<file path="src/rtl/sse2enc_pkg.sv">
// shared types, byte constants and sequence helpers for the scalar-double encoder
package sse2enc_pkg;

   // request operation codes
   localparam logic [3:0] OP_LOAD_RDI  = 4'd0;
   localparam logic [3:0] OP_STORE_RDI = 4'd1;
   localparam logic [3:0] OP_LOAD_ABS  = 4'd2;
   localparam logic [3:0] OP_STORE_ABS = 4'd3;
   localparam logic [3:0] OP_MOV_RR    = 4'd4;
   localparam logic [3:0] OP_ADD       = 4'd5;
   localparam logic [3:0] OP_SUB       = 4'd6;
   localparam logic [3:0] OP_MUL       = 4'd7;
   localparam logic [3:0] OP_DIV       = 4'd8;
   localparam logic [3:0] OP_PUSH      = 4'd9;
   localparam logic [3:0] OP_POP       = 4'd10;
   localparam logic [3:0] OP_RET       = 4'd11;

   // fixed machine-code bytes
   localparam logic [7:0] BYTE_F2     = 8'hf2;
   localparam logic [7:0] BYTE_0F     = 8'h0f;
   localparam logic [7:0] BYTE_REX_W  = 8'h48;
   localparam logic [7:0] BYTE_REX    = 8'h40;
   localparam logic [7:0] BYTE_MOV_SI = 8'hbe;
   localparam logic [7:0] BYTE_GRP1   = 8'h83;
   localparam logic [7:0] BYTE_SUB_SP = 8'hec;
   localparam logic [7:0] BYTE_ADD_SP = 8'hc4;
   localparam logic [7:0] BYTE_SIXTN  = 8'h10;
   localparam logic [7:0] BYTE_SIB_SP = 8'h24;
   localparam logic [7:0] BYTE_RET    = 8'hc3;
   localparam logic [7:0] OPC_LOAD    = 8'h10;
   localparam logic [7:0] OPC_STORE   = 8'h11;
   localparam logic [7:0] OPC_ADD     = 8'h58;
   localparam logic [7:0] OPC_SUB     = 8'h5c;
   localparam logic [7:0] OPC_MUL     = 8'h59;
   localparam logic [7:0] OPC_DIV     = 8'h5e;
   localparam logic [7:0] MODRM_RDI   = 8'h47;
   localparam logic [7:0] MODRM_RSI   = 8'h06;
   localparam logic [7:0] MODRM_SIB   = 8'h04;
   localparam logic [7:0] MODRM_REG   = 8'hc0;

   // shape of the byte sequence for one word
   typedef enum logic [2:0] {
      KIND_RDI  = 3'd0,
      KIND_ABS  = 3'd1,
      KIND_SSE  = 3'd2,
      KIND_PUSH = 3'd3,
      KIND_POP  = 3'd4,
      KIND_RET  = 3'd5
   } kind_type;

   typedef struct packed {
      kind_type    kind;
      logic [7:0]  rex;
      logic [7:0]  opcode;
      logic [7:0]  modrm;
      logic [7:0]  disp;
      logic [63:0] addr;
   } desc_type;

   // byte count of each sequence shape
   function automatic logic [3:0] seq_len(input kind_type kind);
      logic [3:0] len;
      unique case (kind)
         KIND_RDI:  len = 4'd6;
         KIND_ABS:  len = 4'd15;
         KIND_SSE:  len = 4'd5;
         KIND_PUSH: len = 4'd10;
         KIND_POP:  len = 4'd10;
         KIND_RET:  len = 4'd1;
         default:   len = 4'd1;
      endcase
      return len;
   endfunction

endpackage

</file>
<file path="src/rtl/sse2enc_front.sv">
// front end: takes a request word and classifies it into a sequence descriptor
module sse2enc_front (
   input  logic                 start,
   input  logic                 full,
   input  logic [3:0]           req_operation,
   input  logic [3:0]           req_xmm_a,
   input  logic [3:0]           req_xmm_b,
   input  logic [7:0]           req_disp_byte,
   input  logic [63:0]          req_mem_address,
   output logic                 push,
   output sse2enc_pkg::desc_type desc
);
   import sse2enc_pkg::*;

   logic known;
   logic [3:0] reg_no;
   logic [3:0] rm_no;

   always_comb begin
      known       = 1'b1;
      reg_no      = req_xmm_a;
      rm_no       = 4'd0;
      desc.kind   = KIND_RET;
      desc.opcode = OPC_STORE;
      desc.modrm  = MODRM_REG;
      desc.disp   = req_disp_byte;
      desc.addr   = req_mem_address;
      unique case (req_operation)
         OP_LOAD_RDI, OP_STORE_RDI: begin
            desc.kind   = KIND_RDI;
            desc.opcode = (req_operation == OP_LOAD_RDI) ? OPC_LOAD : OPC_STORE;
            desc.modrm  = MODRM_RDI;
         end
         OP_LOAD_ABS, OP_STORE_ABS: begin
            desc.kind   = KIND_ABS;
            desc.opcode = (req_operation == OP_LOAD_ABS) ? OPC_LOAD : OPC_STORE;
            desc.modrm  = MODRM_RSI;
         end
         OP_MOV_RR: begin
            desc.kind   = KIND_SSE;
            rm_no       = req_xmm_b;
         end
         OP_ADD, OP_SUB, OP_MUL, OP_DIV: begin
            // arithmetic: destination in reg, source in rm
            desc.kind = KIND_SSE;
            reg_no    = req_xmm_b;
            rm_no     = req_xmm_a;
            unique case (req_operation)
               OP_ADD:  desc.opcode = OPC_ADD;
               OP_SUB:  desc.opcode = OPC_SUB;
               OP_MUL:  desc.opcode = OPC_MUL;
               default: desc.opcode = OPC_DIV;
            endcase
         end
         OP_PUSH: begin
            desc.kind   = KIND_PUSH;
            desc.modrm  = MODRM_SIB;
         end
         OP_POP: begin
            desc.kind   = KIND_POP;
            desc.opcode = OPC_LOAD;
            desc.modrm  = MODRM_SIB;
         end
         OP_RET: desc.kind = KIND_RET;
         default: known = 1'b0;
      endcase
      desc.rex   = BYTE_REX | {5'd0, reg_no[3], 1'b0, rm_no[3]};
      desc.modrm = desc.modrm | {2'd0, reg_no[2:0], rm_no[2:0]};
   end

   // unknown codes are taken but produce nothing
   assign push = start && !full && known;

endmodule

</file>
<file path="src/rtl/sse2enc_queue.sv">
// short descriptor queue between the front and back ends
module sse2enc_queue #(
   parameter int DEPTH = 2
) (
   input  logic                 clock,
   input  logic                 reset,
   input  logic                 push,
   input  sse2enc_pkg::desc_type push_desc,
   input  logic                 pop,
   output logic                 full,
   output logic                 not_empty,
   output sse2enc_pkg::desc_type head_desc
);
   import sse2enc_pkg::*;

   localparam int PTR_W = (DEPTH > 1) ? $clog2(DEPTH) : 1;
   localparam int CNT_W = $clog2(DEPTH + 1);

   desc_type             mem_ff [DEPTH];
   logic [PTR_W-1:0]     wr_ptr_ff, wr_ptr_in;
   logic [PTR_W-1:0]     rd_ptr_ff, rd_ptr_in;
   logic [CNT_W-1:0]     count_ff, count_in;

   function automatic logic [PTR_W-1:0] bump(input logic [PTR_W-1:0] p);
      return (p == PTR_W'(DEPTH - 1)) ? '0 : p + PTR_W'(1);
   endfunction

   assign full      = (count_ff == CNT_W'(DEPTH));
   assign not_empty = (count_ff != '0);
   assign head_desc = mem_ff[rd_ptr_ff];

   always_comb begin
      wr_ptr_in = push ? bump(wr_ptr_ff) : wr_ptr_ff;
      rd_ptr_in = pop  ? bump(rd_ptr_ff) : rd_ptr_ff;
      count_in  = count_ff + CNT_W'(push) - CNT_W'(pop);
   end

   always_ff @(posedge clock) begin
      if (reset) begin
         wr_ptr_ff <= '0;
         rd_ptr_ff <= '0;
         count_ff  <= '0;
      end else begin
         wr_ptr_ff <= wr_ptr_in;
         rd_ptr_ff <= rd_ptr_in;
         count_ff  <= count_in;
      end
   end

   always_ff @(posedge clock) begin
      if (push) begin
         mem_ff[wr_ptr_ff] <= push_desc;
      end
   end

   a_no_overflow: assert property (@(posedge clock) disable iff (reset)
      push |-> (!full || pop))
      else $error("queue written while full");
   a_no_underflow: assert property (@(posedge clock) disable iff (reset)
      pop |-> not_empty)
      else $error("queue read while empty");
   a_count_range: assert property (@(posedge clock) disable iff (reset)
      count_ff <= CNT_W'(DEPTH))
      else $error("queue count out of range");

endmodule

</file>
<file path="src/rtl/sse2enc_back.sv">
// back end: walks a descriptor and emits one code byte per cycle
module sse2enc_back (
   input  logic                 clock,
   input  logic                 reset,
   input  logic                 not_empty,
   input  sse2enc_pkg::desc_type head_desc,
   output logic                 pop,
   output logic                 rsp_strobe,
   output logic [7:0]           rsp_code_byte,
   output logic                 rsp_last_byte
);
   import sse2enc_pkg::*;

   desc_type   cur_ff;
   logic       active_ff, active_in;
   logic [3:0] idx_ff, idx_in;
   logic [3:0] len;
   logic       finishing;
   logic [7:0] byte_sel;
   logic [3:0] addr_idx;
   logic [7:0] addr_byte;
   logic       strobe_ff;
   logic [7:0] code_ff;
   logic       last_ff;

   // byte of the F2 REX 0F opcode ModRM block
   function automatic logic [7:0] sse_byte(input logic [3:0] pos, input desc_type d);
      logic [7:0] b;
      unique case (pos)
         4'd0:    b = BYTE_F2;
         4'd1:    b = d.rex;
         4'd2:    b = BYTE_0F;
         4'd3:    b = d.opcode;
         default: b = d.modrm;
      endcase
      return b;
   endfunction

   assign len       = seq_len(cur_ff.kind);
   assign finishing = active_ff && (idx_ff == len - 4'd1);
   assign pop       = not_empty && (!active_ff || finishing);
   assign addr_idx  = idx_ff - 4'd2;
   assign addr_byte = 8'(cur_ff.addr >> {addr_idx[2:0], 3'b000});

   always_comb begin
      byte_sel = BYTE_RET;
      unique case (cur_ff.kind)
         KIND_RDI:  byte_sel = (idx_ff < 4'd5) ? sse_byte(idx_ff, cur_ff) : cur_ff.disp;
         KIND_ABS: begin
            if (idx_ff == 4'd0)      byte_sel = BYTE_REX_W;
            else if (idx_ff == 4'd1) byte_sel = BYTE_MOV_SI;
            else if (idx_ff < 4'd10) byte_sel = addr_byte;
            else                     byte_sel = sse_byte(idx_ff - 4'd10, cur_ff);
         end
         KIND_SSE:  byte_sel = sse_byte(idx_ff, cur_ff);
         KIND_PUSH: begin
            unique case (idx_ff)
               4'd0:    byte_sel = BYTE_REX_W;
               4'd1:    byte_sel = BYTE_GRP1;
               4'd2:    byte_sel = BYTE_SUB_SP;
               4'd3:    byte_sel = BYTE_SIXTN;
               4'd9:    byte_sel = BYTE_SIB_SP;
               default: byte_sel = sse_byte(idx_ff - 4'd4, cur_ff);
            endcase
         end
         KIND_POP: begin
            unique case (idx_ff)
               4'd5:    byte_sel = BYTE_SIB_SP;
               4'd6:    byte_sel = BYTE_REX_W;
               4'd7:    byte_sel = BYTE_GRP1;
               4'd8:    byte_sel = BYTE_ADD_SP;
               4'd9:    byte_sel = BYTE_SIXTN;
               default: byte_sel = sse_byte(idx_ff, cur_ff);
            endcase
         end
         default:   byte_sel = BYTE_RET;
      endcase
   end

   always_comb begin
      active_in = active_ff;
      idx_in    = idx_ff;
      if (pop) begin
         active_in = 1'b1;
         idx_in    = 4'd0;
      end else if (finishing) begin
         active_in = 1'b0;
      end else if (active_ff) begin
         idx_in = idx_ff + 4'd1;
      end
   end

   always_ff @(posedge clock) begin
      if (reset) begin
         active_ff <= 1'b0;
         idx_ff    <= 4'd0;
         strobe_ff <= 1'b0;
      end else begin
         active_ff <= active_in;
         idx_ff    <= idx_in;
         strobe_ff <= active_ff;
      end
   end

   always_ff @(posedge clock) begin
      if (pop) begin
         cur_ff <= head_desc;
      end
      code_ff <= byte_sel;
      last_ff <= finishing;
   end

   assign rsp_strobe    = strobe_ff;
   assign rsp_code_byte = code_ff;
   assign rsp_last_byte = strobe_ff && last_ff;

   a_idx_in_range: assert property (@(posedge clock) disable iff (reset)
      active_ff |-> (idx_ff < len))
      else $error("byte index past end of sequence");
   a_last_ends_run: assert property (@(posedge clock) disable iff (reset)
      (finishing && !pop) |=> !active_ff)
      else $error("emitter still active after last byte");
   a_strobe_follows: assert property (@(posedge clock) disable iff (reset)
      active_ff |=> rsp_strobe)
      else $error("active cycle produced no byte");

endmodule

</file>
<file path="src/rtl/sse2_scalar_double_encoder_top.sv">
// top level of the x86-64 scalar-double instruction encoder
//
//  channel   direction  handshake                 payload
//  request   in         start && !busy            req_operation, req_xmm_a, req_xmm_b,
//                                                 req_disp_byte, req_mem_address
//  response  out        rsp_strobe (one cycle)    rsp_code_byte, rsp_last_byte
//
// - each known word yields 1 to 15 code bytes, one byte per cycle from the back end;
//   the byte count per sequence: ret 1, reg ops 5, rdi moves 6, push/pop 10,
//   absolute moves 15
// - when the back end was idle, a word goes through the queue, the back end's descriptor
//   register and its output registers; queued words follow with no gap between their byte runs
// - busy is high while the descriptor queue is full; unknown operation codes are
//   accepted and emit nothing
// - reset is synchronous and clears the queue and emitter; the receiver cannot stall
module sse2_scalar_double_encoder_top #(
   parameter int QUEUE_DEPTH = 2
) (
   input  logic        clock,
   input  logic        reset,
   input  logic        start,
   output logic        busy,
   input  logic [3:0]  req_operation,
   input  logic [3:0]  req_xmm_a,
   input  logic [3:0]  req_xmm_b,
   input  logic [7:0]  req_disp_byte,
   input  logic [63:0] req_mem_address,
   output logic        rsp_strobe,
   output logic [7:0]  rsp_code_byte,
   output logic        rsp_last_byte
);
   import sse2enc_pkg::*;

   // front end to queue
   logic     push;
   desc_type push_desc;
   // queue to back end
   logic     full;
   logic     not_empty;
   logic     pop;
   desc_type head_desc;

   // classify the request word into a sequence descriptor
   sse2enc_front u_front (
      .start           (start),
      .full            (full),
      .req_operation   (req_operation),
      .req_xmm_a       (req_xmm_a),
      .req_xmm_b       (req_xmm_b),
      .req_disp_byte   (req_disp_byte),
      .req_mem_address (req_mem_address),
      .push            (push),
      .desc            (push_desc)
   );

   // decouples acceptance from byte emission
   sse2enc_queue #(
      .DEPTH (QUEUE_DEPTH)
   ) u_queue (
      .clock     (clock),
      .reset     (reset),
      .push      (push),
      .push_desc (push_desc),
      .pop       (pop),
      .full      (full),
      .not_empty (not_empty),
      .head_desc (head_desc)
   );

   // walks each descriptor and drives the registered response
   sse2enc_back u_back (
      .clock         (clock),
      .reset         (reset),
      .not_empty     (not_empty),
      .head_desc     (head_desc),
      .pop           (pop),
      .rsp_strobe    (rsp_strobe),
      .rsp_code_byte (rsp_code_byte),
      .rsp_last_byte (rsp_last_byte)
   );

   // new words are held off only while the queue has no free slot
   assign busy = full;

endmodule

</file>
<file path="config.mk">
export PLATFORM = sky130hd
export DESIGN_NAME = sse2_scalar_double_encoder_top
export DESIGN_NICKNAME = d
export VERILOG_FILES = /design/src/rtl/sse2enc_pkg.sv /design/src/rtl/sse2enc_front.sv /design/src/rtl/sse2enc_queue.sv /design/src/rtl/sse2enc_back.sv /design/src/rtl/sse2_scalar_double_encoder_top.sv
export SDC_FILE = /design/constraint.sdc
export NUM_CORES = 1
export LEC_CHECK = 0
export ABC_AREA = 1
export BUFFER_PORTS_ARGS = -buffer_cell sky130_fd_sc_hd__clkbuf_2
export CAP_MARGIN = 0
export CORE_UTILIZATION = 50
export CTS_BUF_LIST = sky130_fd_sc_hd__clkbuf_8
export DETAILED_ROUTE_END_ITERATION = 10
export PLACE_DENSITY = 0.72
export SETUP_SLACK_MARGIN = 0.5
export SLEW_MARGIN = 20
export SYNTH_ARGS = -nofsm -noshare
export SYNTH_HDL_FRONTEND = slang
export SYNTH_SLANG_ARGS = --single-unit
</file>
<file path="constraint.sdc">
create_clock -name clock -period 12.6 [get_ports clock]
set_clock_uncertainty 0.2 [all_clocks]
set_input_delay 1.89 -clock clock [delete_from_list [all_inputs] [get_ports clock]]
set_output_delay 1.89 -clock clock [all_outputs]
set_load 0.01 [all_outputs]
</file>
==> results of run 1 <==
final cells by class:
cell class,count,share of cell area
clock buffers,45,0.0450
clock inverters,36,0.0164
inverters,78,0.0213
multi-input cells,578,0.240
flip-flops and latches,286,0.610
well taps,319,0.0290
repair buffers,103,0.0385
metal layers:
metal	share of wire	vias to the layer above	GRT usage	wire length, um
met3	0.072	43	0.0389	1840
met2	0.45	283	0.318	11500
met1	0.45	3587	0.305	11500
met5	0	-	0	0
met4	0.023	0	0.0758	593
li1	-	3652	-	-
critical path: stages:
cell      delay, ps
clkbuf_2        110
inv_1            80
o21ai_0          90
nor2_1          180
inv_1           140
nor2_4          480
buf_4           820
synthesized netlist by cell type:
cell      instances
o21ai_0          39
buf_6             3
a22oi_1           3
nand2_1         211
nor2_8            1
mux2_2           89
nand2_2           3
nand3b_1          2
inv_1            69
dfxtp_1          19
o211ai_1          6
a21oi_1          21
nand4_1           4
a21o_1            1
edfxtp_1        267
o21ai_1           7
nor2_2            2
nand3_1          75
o22ai_1           1
nand3_2           2
nor2_1           82
clkinv_1          2
xor2_1            5
inv_2             7
or2_1             2
nor3_1            3
buf_2            20
ha_1             10
clkbuf_1          5
o21ai_2           6
nor2_4            3
stage by stage:
step	area (um2)	utilization
floorplan	12100	-
global placement	12900	0.548
detailed placement	12900	0.548
CTS	13800	0.583
global route	13800	0.583
finish	13800	0.583
path summary, 6_finish.rpt:
kind                             from               endpoint  slack (ps)  depth (start not counted)
setup / recovery     req_operation[2]  u_queue.mem_ff[0][56]        8690                          7
hold / removal    u_queue.count_ff[1]    u_queue.count_ff[1]         250                          1
setup reg to reg    u_back.cur_ff[98]      u_back.cur_ff[44]        8800                         13
hold reg to reg   u_queue.count_ff[1]    u_queue.count_ff[1]         250                          1
state kept, by name, summed over array words and instances, names as in the netlist:
signal,count
u_queue.wr_ptr_ff,1
u_back.cur_ff,89
u_queue.rd_ptr_ff,1
u_queue.mem_ff,178
u_back.active_ff,1
u_back.rsp_strobe,1
u_back.last_ff,1
u_queue.count_ff,2
u_back.rsp_code_byte,8
u_back.idx_ff,4
cells by family (layout without fill, tap and decap cells):
family | Yosys count | in the layout | share of synthesized area
compound gates | 84 | 84 | 0.0387
buf+inv | 106 | 262 | 0.0367
simple gates | 390 | 390 | 0.136
flops | 286 | 286 | 0.692
fa+ha+maj | 10 | 10 | 0.0103
mux | 89 | 89 | 0.0826
xor+xnor | 5 | 5 | 0.00361
power by group:
part	leakage, nW	total [mW]	switching, mW	internal (mW)
sequential	2.65	1.45	0.106	1.34
combinational	2.30	0.819	0.534	0.286
clock	0.501	0.733	0.353	0.379
total	5.45	3.00	0.993	2.01
==> key figures, run 1 <==
Outcome
  • Status: finished, final reports clean

Floorplan
  • Initial Utilization: 0.514
  • Die Ht: 158 um
  • FP Rows: 56
  • I/O pin count: just under 100
  • Die area: around 25,000 um2
  • Die span in x: roughly 160 um
  • Core Area: 23,600 um2

Timing
  • Final setup margin: 8690 ps
  • Least-Margin Pin Slew: 1010 ps
  • Count of final max-slew check failures: 0
  • Fmax: 255 MHz
  • Crit path time final: approximately 3900 ps
  • Fin crit share: 0.311
  • Setup TNS: 0 ps
  • Unrepaired setup endpoints after global routing: no
  • Final setup viols: 0
  • Final hold slack: 253 ps
  • Slew margin rel.: 0.324
  • Final Hold Vio Count: 0

Power
  • Peak VDD IR: 153 uV
  • Power density cells: 218 nW/um2
  • Leakage: 5.45 nW
  • Total power: 3.00 mW

Placement
  • Dpl cells: 1,364
  • Port Buf Inserts: a little under 100
  • Detail Placement HPWL: 17,000 um
  • Pre-CTS WS: 8090 ps
  • RD Place Congestion: between 0.9 and 1

Finish
  • Nets: 1,189
  • Reg area: roughly 8400 um2
  • Fill count: 1,915
  • Commonest non-fill, non-tap cells in the layout: edfxtp_1, nand2_1, clkbuf_2
  • Non-filler cells in the finished layout: ~1,400
  • Syn-to-layout area delta: 13.5%
  • Commonest non-fill, non-tap cell in the layout: edfxtp_1
  • Multi-input logic area: 3300 um2
  • Share of cells above drive strength 1: 0.243
  • Diode count: 0

Detailed routing
  • Via/cell ratio: between 5 and 6
  • Vias: 7,565
  • WL/cell: approximately 18 um
  • Post-route ant nets: 0
  • TritonRoute pass-1 iters: 5
  • Initial DRC count: 640
  • Routed WL: 25,500 um
  • DR DRC count: 0

Worst setup path
  • Worst setup SP type: input pin
  • CP Class: in2reg
  • WP data arrival: 3910 ps
  • Critical Path End Type: flop
  • Data required time of the worst path: 12,590 ps
  • CP max FO: 71

Synthesis
  • Synth unique cells: 31
  • Synthesized instance count: between 900 and 1,000
  • Avg Inst Size Synth: around 13 um2
  • Yosys reg bits: about 290
  • Synth Warn #: 0
  • Post-synthesis sequential area ratio: 0.692
  • Top-area cell type share of the netlist area: 0.661
  • Ranking of synthesized cells by area: edfxtp_1, mux2_2, nand2_1, dfxtp_1, nand3_1
  • Syn nets: 1,067
  • Synthesized area: around 12,000 um2
  • Yosys top cell by area: edfxtp_1

Min path
  • Min-delay worst type: reg2reg

Clock tree
  • CTS Hold Buffers Added: 0
  • Clock Path Buffers: 3
  • Clock Sinks: roughly 290
  • TritonCTS buffer count: 45
  • PostCTS Resize Cnt: 0
  • H-tree levels: 2
  • CTS tree: done
  • Setup bufs post-CTS: 0
  • Clock slew at reported path FFs: around 60 ps
  • Clock Latency Late Sink: 570 ps
  • Clk root buf: clkbuf_8

Global route
  • First-pass GRT wire length: 38,900 um
  • Initial antenna violation count: 0
  • Largest net degree at the start of global routing: 75
  • Vias in the first global route: a little over 7,000
  • GRT overflow: 0
  • Overall Global Routing Usage: 0.210

Job
  • Max-cap violations: 0
(Power assumes the default switching activity.)
==> run 2: changes to the inputs <==
Settings changed: ABC_AREA 1 to 0.
Clock period 12.6 ns to 3.9 ns, I/O delays scaled along.
==> run 2 against run 1 <==
Against the previous run: sequential power rose to 3.3 times the previous value; combinational power rose to 3.6 times the previous value; final cell count down 13%; critical path depth up 6; largest power group unchanged.
==> key figures, run 2 <==
Worst setup path
  • Worst setup SP type: flop (was input pin)
  • CP Class: reg2reg (was in2reg)
  • Crit-path cells: nand3_4, o21ai_1, ha_2, xor2_1, xnor2_1, nand3b_1, o22ai_4, ha_1, inv_1, ha_1, xor2_1, xnor2_1, nor2_1 (was clkbuf_2, inv_1, o21ai_0, nor2_1, inv_1, nor2_4, buf_4)
  • Critical Path End Type: flop (unchanged)
  • Worst stage delay on the critical path: 790 ps (was 820 ps)
  • WP data arrival: 3390 ps (was 3910 ps)
  • Data required time of the worst path: 4110 ps (was 12,590 ps)
  • CP max-delay cell: edfxtp_1 (was buf_4)
  • CP max FO: 16 (was 71)

Clock tree
  • TritonCTS buffer count: 45 (unchanged)
  • Clock Latency Late Sink: 540 ps (was 570 ps)
  • CTS tree: done (unchanged)
  • Clock Path Buffers: 3 (unchanged)
  • Clock Sinks: 286 (unchanged)
  • PostCTS Resize Cnt: 0 (unchanged)
  • H-tree levels: 2 (unchanged)
  • Clk root buf: clkbuf_8 (unchanged)
  • Clock slew at reported path FFs: 60 ps (about the same)

Timing
  • Setup TNS: 0 ps (unchanged)
  • Final Hold Vio Count: 0 (unchanged)
  • Least-Margin Pin Slew: 980 ps (was 1010 ps)
  • Fmax: approximately 310 MHz
  • Final setup viols: 0 (unchanged)
  • Unrepaired setup endpoints after global routing: no (unchanged)
  • Final setup margin: 721 ps (was 8690 ps)
  • Fin crit share: 0.815
  • Slew margin rel.: 0.342 (was 0.324)
  • Final hold slack: 36.2 ps (was 253 ps)
  • Count of final max-slew check failures: 0 (unchanged)
  • Crit path time final: ~3200 ps

Finish
  • Reg with most FFs: u_queue.mem_ff (unchanged)
  • Syn-to-layout area delta: 15.6% (was 13.5%)
  • Share of cells above drive strength 1: 0.323 (was 0.243)
  • Commonest non-fill, non-tap cells in the layout: edfxtp_1, clkbuf_2, mux2_2 (was edfxtp_1, nand2_1, clkbuf_2)
  • Non-filler cells in the finished layout: 1,250 (was 1,445)
  • Commonest non-fill, non-tap cell in the layout: edfxtp_1 (unchanged)
  • Nets: 993 (was 1,189)
  • Max FFs per register: 178 (unchanged)
  • Layout Utilization: 0.594 (was 0.583)
  • Final Cell Area: 14,100 um2 (was 13,800 um2)
  • Fill count: 1,842 (was 1,915)

Synthesis
  • Count leader, synth: edfxtp_1 (unchanged)
  • Synth top cells by count: edfxtp_1, mux2_2, nand2_1 (was edfxtp_1, nand2_1, mux2_2)
  • Synth Area in Simple Gates: 0.0610 (was 0.136)
  • Largest family of logic cells by synthesized area: multiplexers (was simple AND/OR/NAND/NOR gates)
  • Synth Warn #: 0 (unchanged)
  • Ys flop type: edfxtp_1 (unchanged)
  • Synthesized instance count: 765 (was 970)
  • Post-synth EDFFs: 267 (unchanged)
  • Top-area cell type share of the netlist area: 0.658 (was 0.661)
  • Async SR Flop Fraction: 0 (unchanged)
  • Synthesized-area fraction occupied by adder cells: 0.0103 (about the same)
  • Complex-gate fraction of the synthesized area: 0.0767 (was 0.0387)
  • Synth unique cells: 75 (was 31)
  • Avg Inst Size Synth: 15.9 um2 (was 12.5 um2)
  • XOR/XNOR Fraction of Synth Area: 0.00647 (was 0.00361)
  • Syn nets: 862 (was 1,067)
  • Post-synthesis mux area share: 0.131 (was 0.0826)
  • Post-synthesis sequential area ratio: 0.690 (was 0.692)
  • Synthesized area: 12,200 um2 (was 12,100 um2)
  • Yosys top cell by area: edfxtp_1 (unchanged)
  • Yosys reg bits: 286 (unchanged)
  • Ranking of synthesized cells by area: edfxtp_1, mux2_2, dfxtp_1, mux4_1, nand2_1 (was edfxtp_1, mux2_2, nand2_1, dfxtp_1, nand3_1)

Global route
  • Largest net degree at the start of global routing: 74 (was 75)
  • Vias in the first global route: 6,998 (was 7,227)
  • GRT overflow: 0 (unchanged)
  • First-pass GRT wire length: 39,100 um (was 38,900 um)
  • Initial antenna violation count: 1 (was 0)
  • Overall Global Routing Usage: 0.211 (was 0.210)

Floorplan
  • Die Ht: 158 um (about the same)
  • Die span in x: 158 um (about the same)
  • Die area: 25,000 um2 (was 24,900 um2)
  • I/O pin count: 98 (unchanged)
  • Initial Utilization: 0.514 (about the same)
  • Core Area: 23,700 um2 (was 23,600 um2)
  • FP Rows: 56 (unchanged)

Detailed routing
  • Routed WL: 25,500 um (about the same)
  • WL/cell: 20.4 um (was 17.6 um)
  • Via/cell ratio: 5.64 (was 5.24)
  • Post-route ant nets: 0 (unchanged)
  • Vias: 7,052 (was 7,565)
  • TritonRoute pass-1 iters: 6 (was 5)
  • DR DRC count: 0 (unchanged)
  • Initial DRC count: 633 (was 640)

Power
  • Power density cells: 723 nW/um2 (was 218 nW/um2)
  • Leakage: 4.97 nW (was 5.45 nW)
  • Total power: 10.2 mW (was 3.00 mW)
  • Peak VDD IR: 445 uV (was 153 uV)

Placement
  • Dpl cells: 1,157 (was 1,364)
  • Pre-CTS WS: 686 ps (was 8090 ps)
  • Port Buf Inserts: 97 (unchanged)
  • DP Area: 13,100 um2 (was 12,900 um2)
  • Detail Placement HPWL: 17,000 um (about the same)
  • RD Place Congestion: 0.937 (was 0.977)

Min path
  • Min-delay worst type: in2reg (was reg2reg)

Outcome
  • Status: finished, final reports clean (unchanged)

Job
  • Max-cap violations: 0 (unchanged)
[run 2: where the power goes]
part           leakage (nW)  switching (mW)  internal, mW
Sequential             2.65           0.389          4.38
Combinational          1.82            1.69          1.22
Clock                 0.507            1.10          1.39
[run 2: final cells by class]
class / count / area [um2] / area share
tap: 319 / 399 / 0.0284
clock inverter: 30 / 203 / 0.0144
multi-input combinational: 420 / 3530 / 0.251
timing repair buffer: 129 / 783 / 0.0556
inverter: 14 / 57.6 / 0.00409
sequential: 286 / 8400 / 0.597
antenna: 1 / 2.50 / 0.000178
clock buffer: 51 / 702 / 0.0499
[run 2: cells by family (layout without fill, tap and decap cells)]
family	Yosys count	in the layout
compound gates	135	135
xor+xnor	9	9
fa+ha+maj	10	10
buf+inv	59	224
flops	286	286
mux	122	122
other cells	0	1
simple gates	144	144
[run 2: metal layers]
metal | GRT usage | share of wire | up-vias | wire length [um]
li1 | - | - | 3293 | -
met5 | 0 | 0 | - | 0
met3 | 0.0476 | 0.072 | 42 | 1830
met2 | 0.332 | 0.47 | 285 | 12100
met1 | 0.291 | 0.44 | 3432 | 11100
met4 | 0.0687 | 0.019 | 0 | 487
[run 2: repair_timing]
| item | 4_1_cts | 5_1_grt |
|---|---|---|
| setup buffers | 0 | 3 |
| endpoints found under the hold margin | 11 | 4 |
| hold buffers | 6 | 2 |
| endpoints found under the setup margin | 0 | 1 |
[run 2: path summary, 6_finish.rpt]
| path | start | end | slack, ps | cells past startpoint |
|---|---|---|---|---|
| worst max-delay path | u_back.cur_ff[97] | u_queue.count_ff[1] | 720 | 13 |
| worst min-delay path | req_disp_byte[5] | u_queue.mem_ff[1][69] | 40 | 1 |
| worst max register to register | u_back.cur_ff[97] | u_queue.count_ff[1] | 720 | 13 |
| worst min register to register | u_queue.mem_ff[1][74] | u_back.cur_ff[74] | 330 | 1 |
[run 2: worst max-delay path, delay by kind of cell, from the launching register on]
kind	cells	cell delay, ps
DFF	1	790
xor gates and xnor gates	4	670
adders and majority gates	3	590
and+or+nand+nor	3	400
AOI/OAI and AO/OA	2	330
buffers and inverters	1	50
==> run 3: changes to the inputs <==
Clock period 3.9 ns to 3.1 ns, I/O delays scaled along.
==> run 3 against run 2 <==
Against the previous run: flip-flop and latch count unchanged; combinational power up 87%; final cell count up 10%; sequential power up 26%; first-iteration DRC count down 20%; register-to-register slack worse by 370 ps; routed wire length up 16%.
==> key figures, run 3 (same netlist as run 2, synthesis figures left out) <==
Clock tree
  • Clock Latency Late Sink: 550 ps (was 540 ps)
  • CTS tree: done (unchanged)
  • TritonCTS buffer count: 45 (unchanged)
  • Clock Path Buffers: 3 (unchanged)
  • Clock Sinks: 286 (unchanged)
  • Clock slew at reported path FFs: 60 ps (about the same)
  • H-tree levels: 2 (unchanged)
  • Clk root buf: clkbuf_8 (unchanged)

Finish
  • Share of cells above drive strength 1: 0.365 (was 0.323)
  • Commonest non-fill, non-tap cells in the layout: edfxtp_1, clkbuf_2, mux2_2 (unchanged)
  • Layout Utilization: 0.664 (was 0.594)
  • Syn-to-layout area delta: 29.2% (was 15.6%)
  • Multi-input logic area: 3720 um2 (was 3530 um2)
  • Reg with most FFs: u_queue.mem_ff (unchanged)
  • Commonest non-fill, non-tap cell in the layout: edfxtp_1 (unchanged)
  • Reg area: 8410 um2 (was 8400 um2)
  • Diode count: 0 (was 1)
  • Fill count: 1,677 (was 1,842)
  • Max FFs per register: 178 (unchanged)
  • Nets: 1,124 (was 993)

Detailed routing
  • Post-route ant nets: 0 (unchanged)
  • Initial DRC count: 509 (was 633)
  • Via/cell ratio: 5.60 (was 5.64)
  • WL/cell: 21.5 um (was 20.4 um)
  • TritonRoute pass-1 iters: 5 (was 6)
  • Routed WL: 29,700 um (was 25,500 um)
  • DR DRC count: 0 (unchanged)
  • Vias: 7,734 (was 7,052)

Power
  • Power density cells: 928 nW/um2 (was 723 nW/um2)
  • Leakage: 5.70 nW (was 4.97 nW)
  • Total power: 14.6 mW (was 10.2 mW)
  • Peak VDD IR: 488 uV (was 445 uV)

Worst setup path
  • Critical Path End Type: flop (unchanged)
  • CP Class: reg2reg (unchanged)
  • Reg2Reg Depth: 14 (was 13)
  • CP max FO: 3 (was 16)
  • Worst setup SP type: flop (unchanged)
  • WP data arrival: 2970 ps (was 3390 ps)
  • R2R Setup Slk: 350 ps (was 720 ps)
  • Data required time of the worst path: 3320 ps (was 4110 ps)

Placement
  • Pre-CTS WS: 172 ps (was 686 ps)
  • Port Buf Inserts: 97 (unchanged)
  • RD Place Congestion: 0.981 (was 0.937)
  • Detail Placement HPWL: 18,600 um (was 17,000 um)

Timing
  • Fin crit share: 0.887 (was 0.815)
  • Final setup viols: 0 (unchanged)
  • Final hold slack: 65.0 ps (was 36.2 ps)
  • Final setup margin: 350 ps (was 721 ps)
  • Count of final max-slew check failures: 0 (unchanged)
  • Slew margin rel.: 0.542 (was 0.342)
  • Crit path time final: 2750 ps (was 3180 ps)
  • Least-Margin Pin Slew: 686 ps (was 980 ps)
  • Unrepaired setup endpoints after global routing: yes (was no)
  • Fmax: 364 MHz (was 315 MHz)
  • Final Hold Vio Count: 0 (unchanged)

Floorplan
  • Die Ht: 158 um (unchanged)
  • I/O pin count: 98 (unchanged)
  • Core Area: 23,700 um2 (unchanged)
  • Die span in x: 158 um (unchanged)
  • FP Rows: 56 (unchanged)
  • Initial Utilization: 0.514 (unchanged)
  • Die area: 25,000 um2 (unchanged)

Global route
  • Initial antenna violation count: 0 (was 1)
  • Vias in the first global route: 7,835 (was 6,998)
  • GRT overflow: 0 (unchanged)
  • Overall Global Routing Usage: 0.235 (was 0.211)
  • First-pass GRT wire length: 43,100 um (was 39,100 um)
  • Largest net degree at the start of global routing: 91 (was 74)

Outcome
  • Status: finished, final reports clean (unchanged)

Min path
  • Min-delay worst type: in2reg (unchanged)
  • WHS Path Cells: 2 (was 1)

Job
  • Max-cap violations: 0 (unchanged)
## run 3: worst paths after layout
check / from / to
setup reg to reg: u_back.cur_ff[96] / u_queue.count_ff[1]
hold reg to reg: u_queue.mem_ff[0][50] / u_back.cur_ff[50]
setup / recovery: u_back.cur_ff[96] / u_queue.count_ff[1]
hold / removal: req_xmm_b[3] / u_queue.mem_ff[0][89]
## run 3: report_power, final
part | switching [mW] | leakage (nW) | internal, mW
logic | 2.75 | 2.54 | 2.72
registers | 0.478 | 2.65 | 5.51
clock network | 1.43 | 0.510 | 1.72
## run 3: stage by stage
step / instances / instance area [um2] / TNS [ps]
global placement: 1187 / 13400 / 0
CTS: 1358 / 15300 / 0
global route: 1381 / 15700 / 0
detailed placement: 1187 / 13400 / 0
floorplan: 765 / 12300 / -55820
finish: 1381 / 15700 / 0
## run 3: metal layers
layer | vias to the layer above | GRT usage | part of all wire | wire length (um)
li1 | 3570 | - | - | -
met1 | 3835 | 0.308 | 0.41 | 12300
met2 | 272 | 0.389 | 0.50 | 14800
met3 | 57 | 0.0463 | 0.060 | 1790
met4 | 0 | 0.0838 | 0.027 | 815
met5 | - | 0 | 0 | 0
## run 3: what timing repair did
| action | CTS | global route |
|---|---|---|
| gates resized for setup | 19 | 36 |
| hold endpoints to repair | 144 | 0 |
| buffers inserted | 17 | 14 |
| endpoints found under the setup margin | 97 | 102 |
| gates cloned | 0 | 9 |
| hold buffers | 72 | 0 |
| pin swaps | 11 | 16 |
## run 3: critical path: stages, from the launching register on
cell      delay [ps]
edfxtp_1         450
buf_6            160
nand3_4           70
o21ai_2           70
ha_4             170
xor2_1           160
xnor2_1          220
nand3b_1         150
o22ai_4          220
ha_4             240
inv_4             50
ha_4             130
xor2_2           160
xnor2_1          130
nor2_1            50
## run 3: final cells by class
type | instances | share of cell area
Multi-Input combinational cell | 420 | 0.237
Inverter | 14 | 0.00430
Clock inverter | 36 | 0.0165
Tap cell | 319 | 0.0254
Clock buffer | 46 | 0.0402
Sequential cell | 286 | 0.535
Timing Repair Buffer | 260 | 0.142
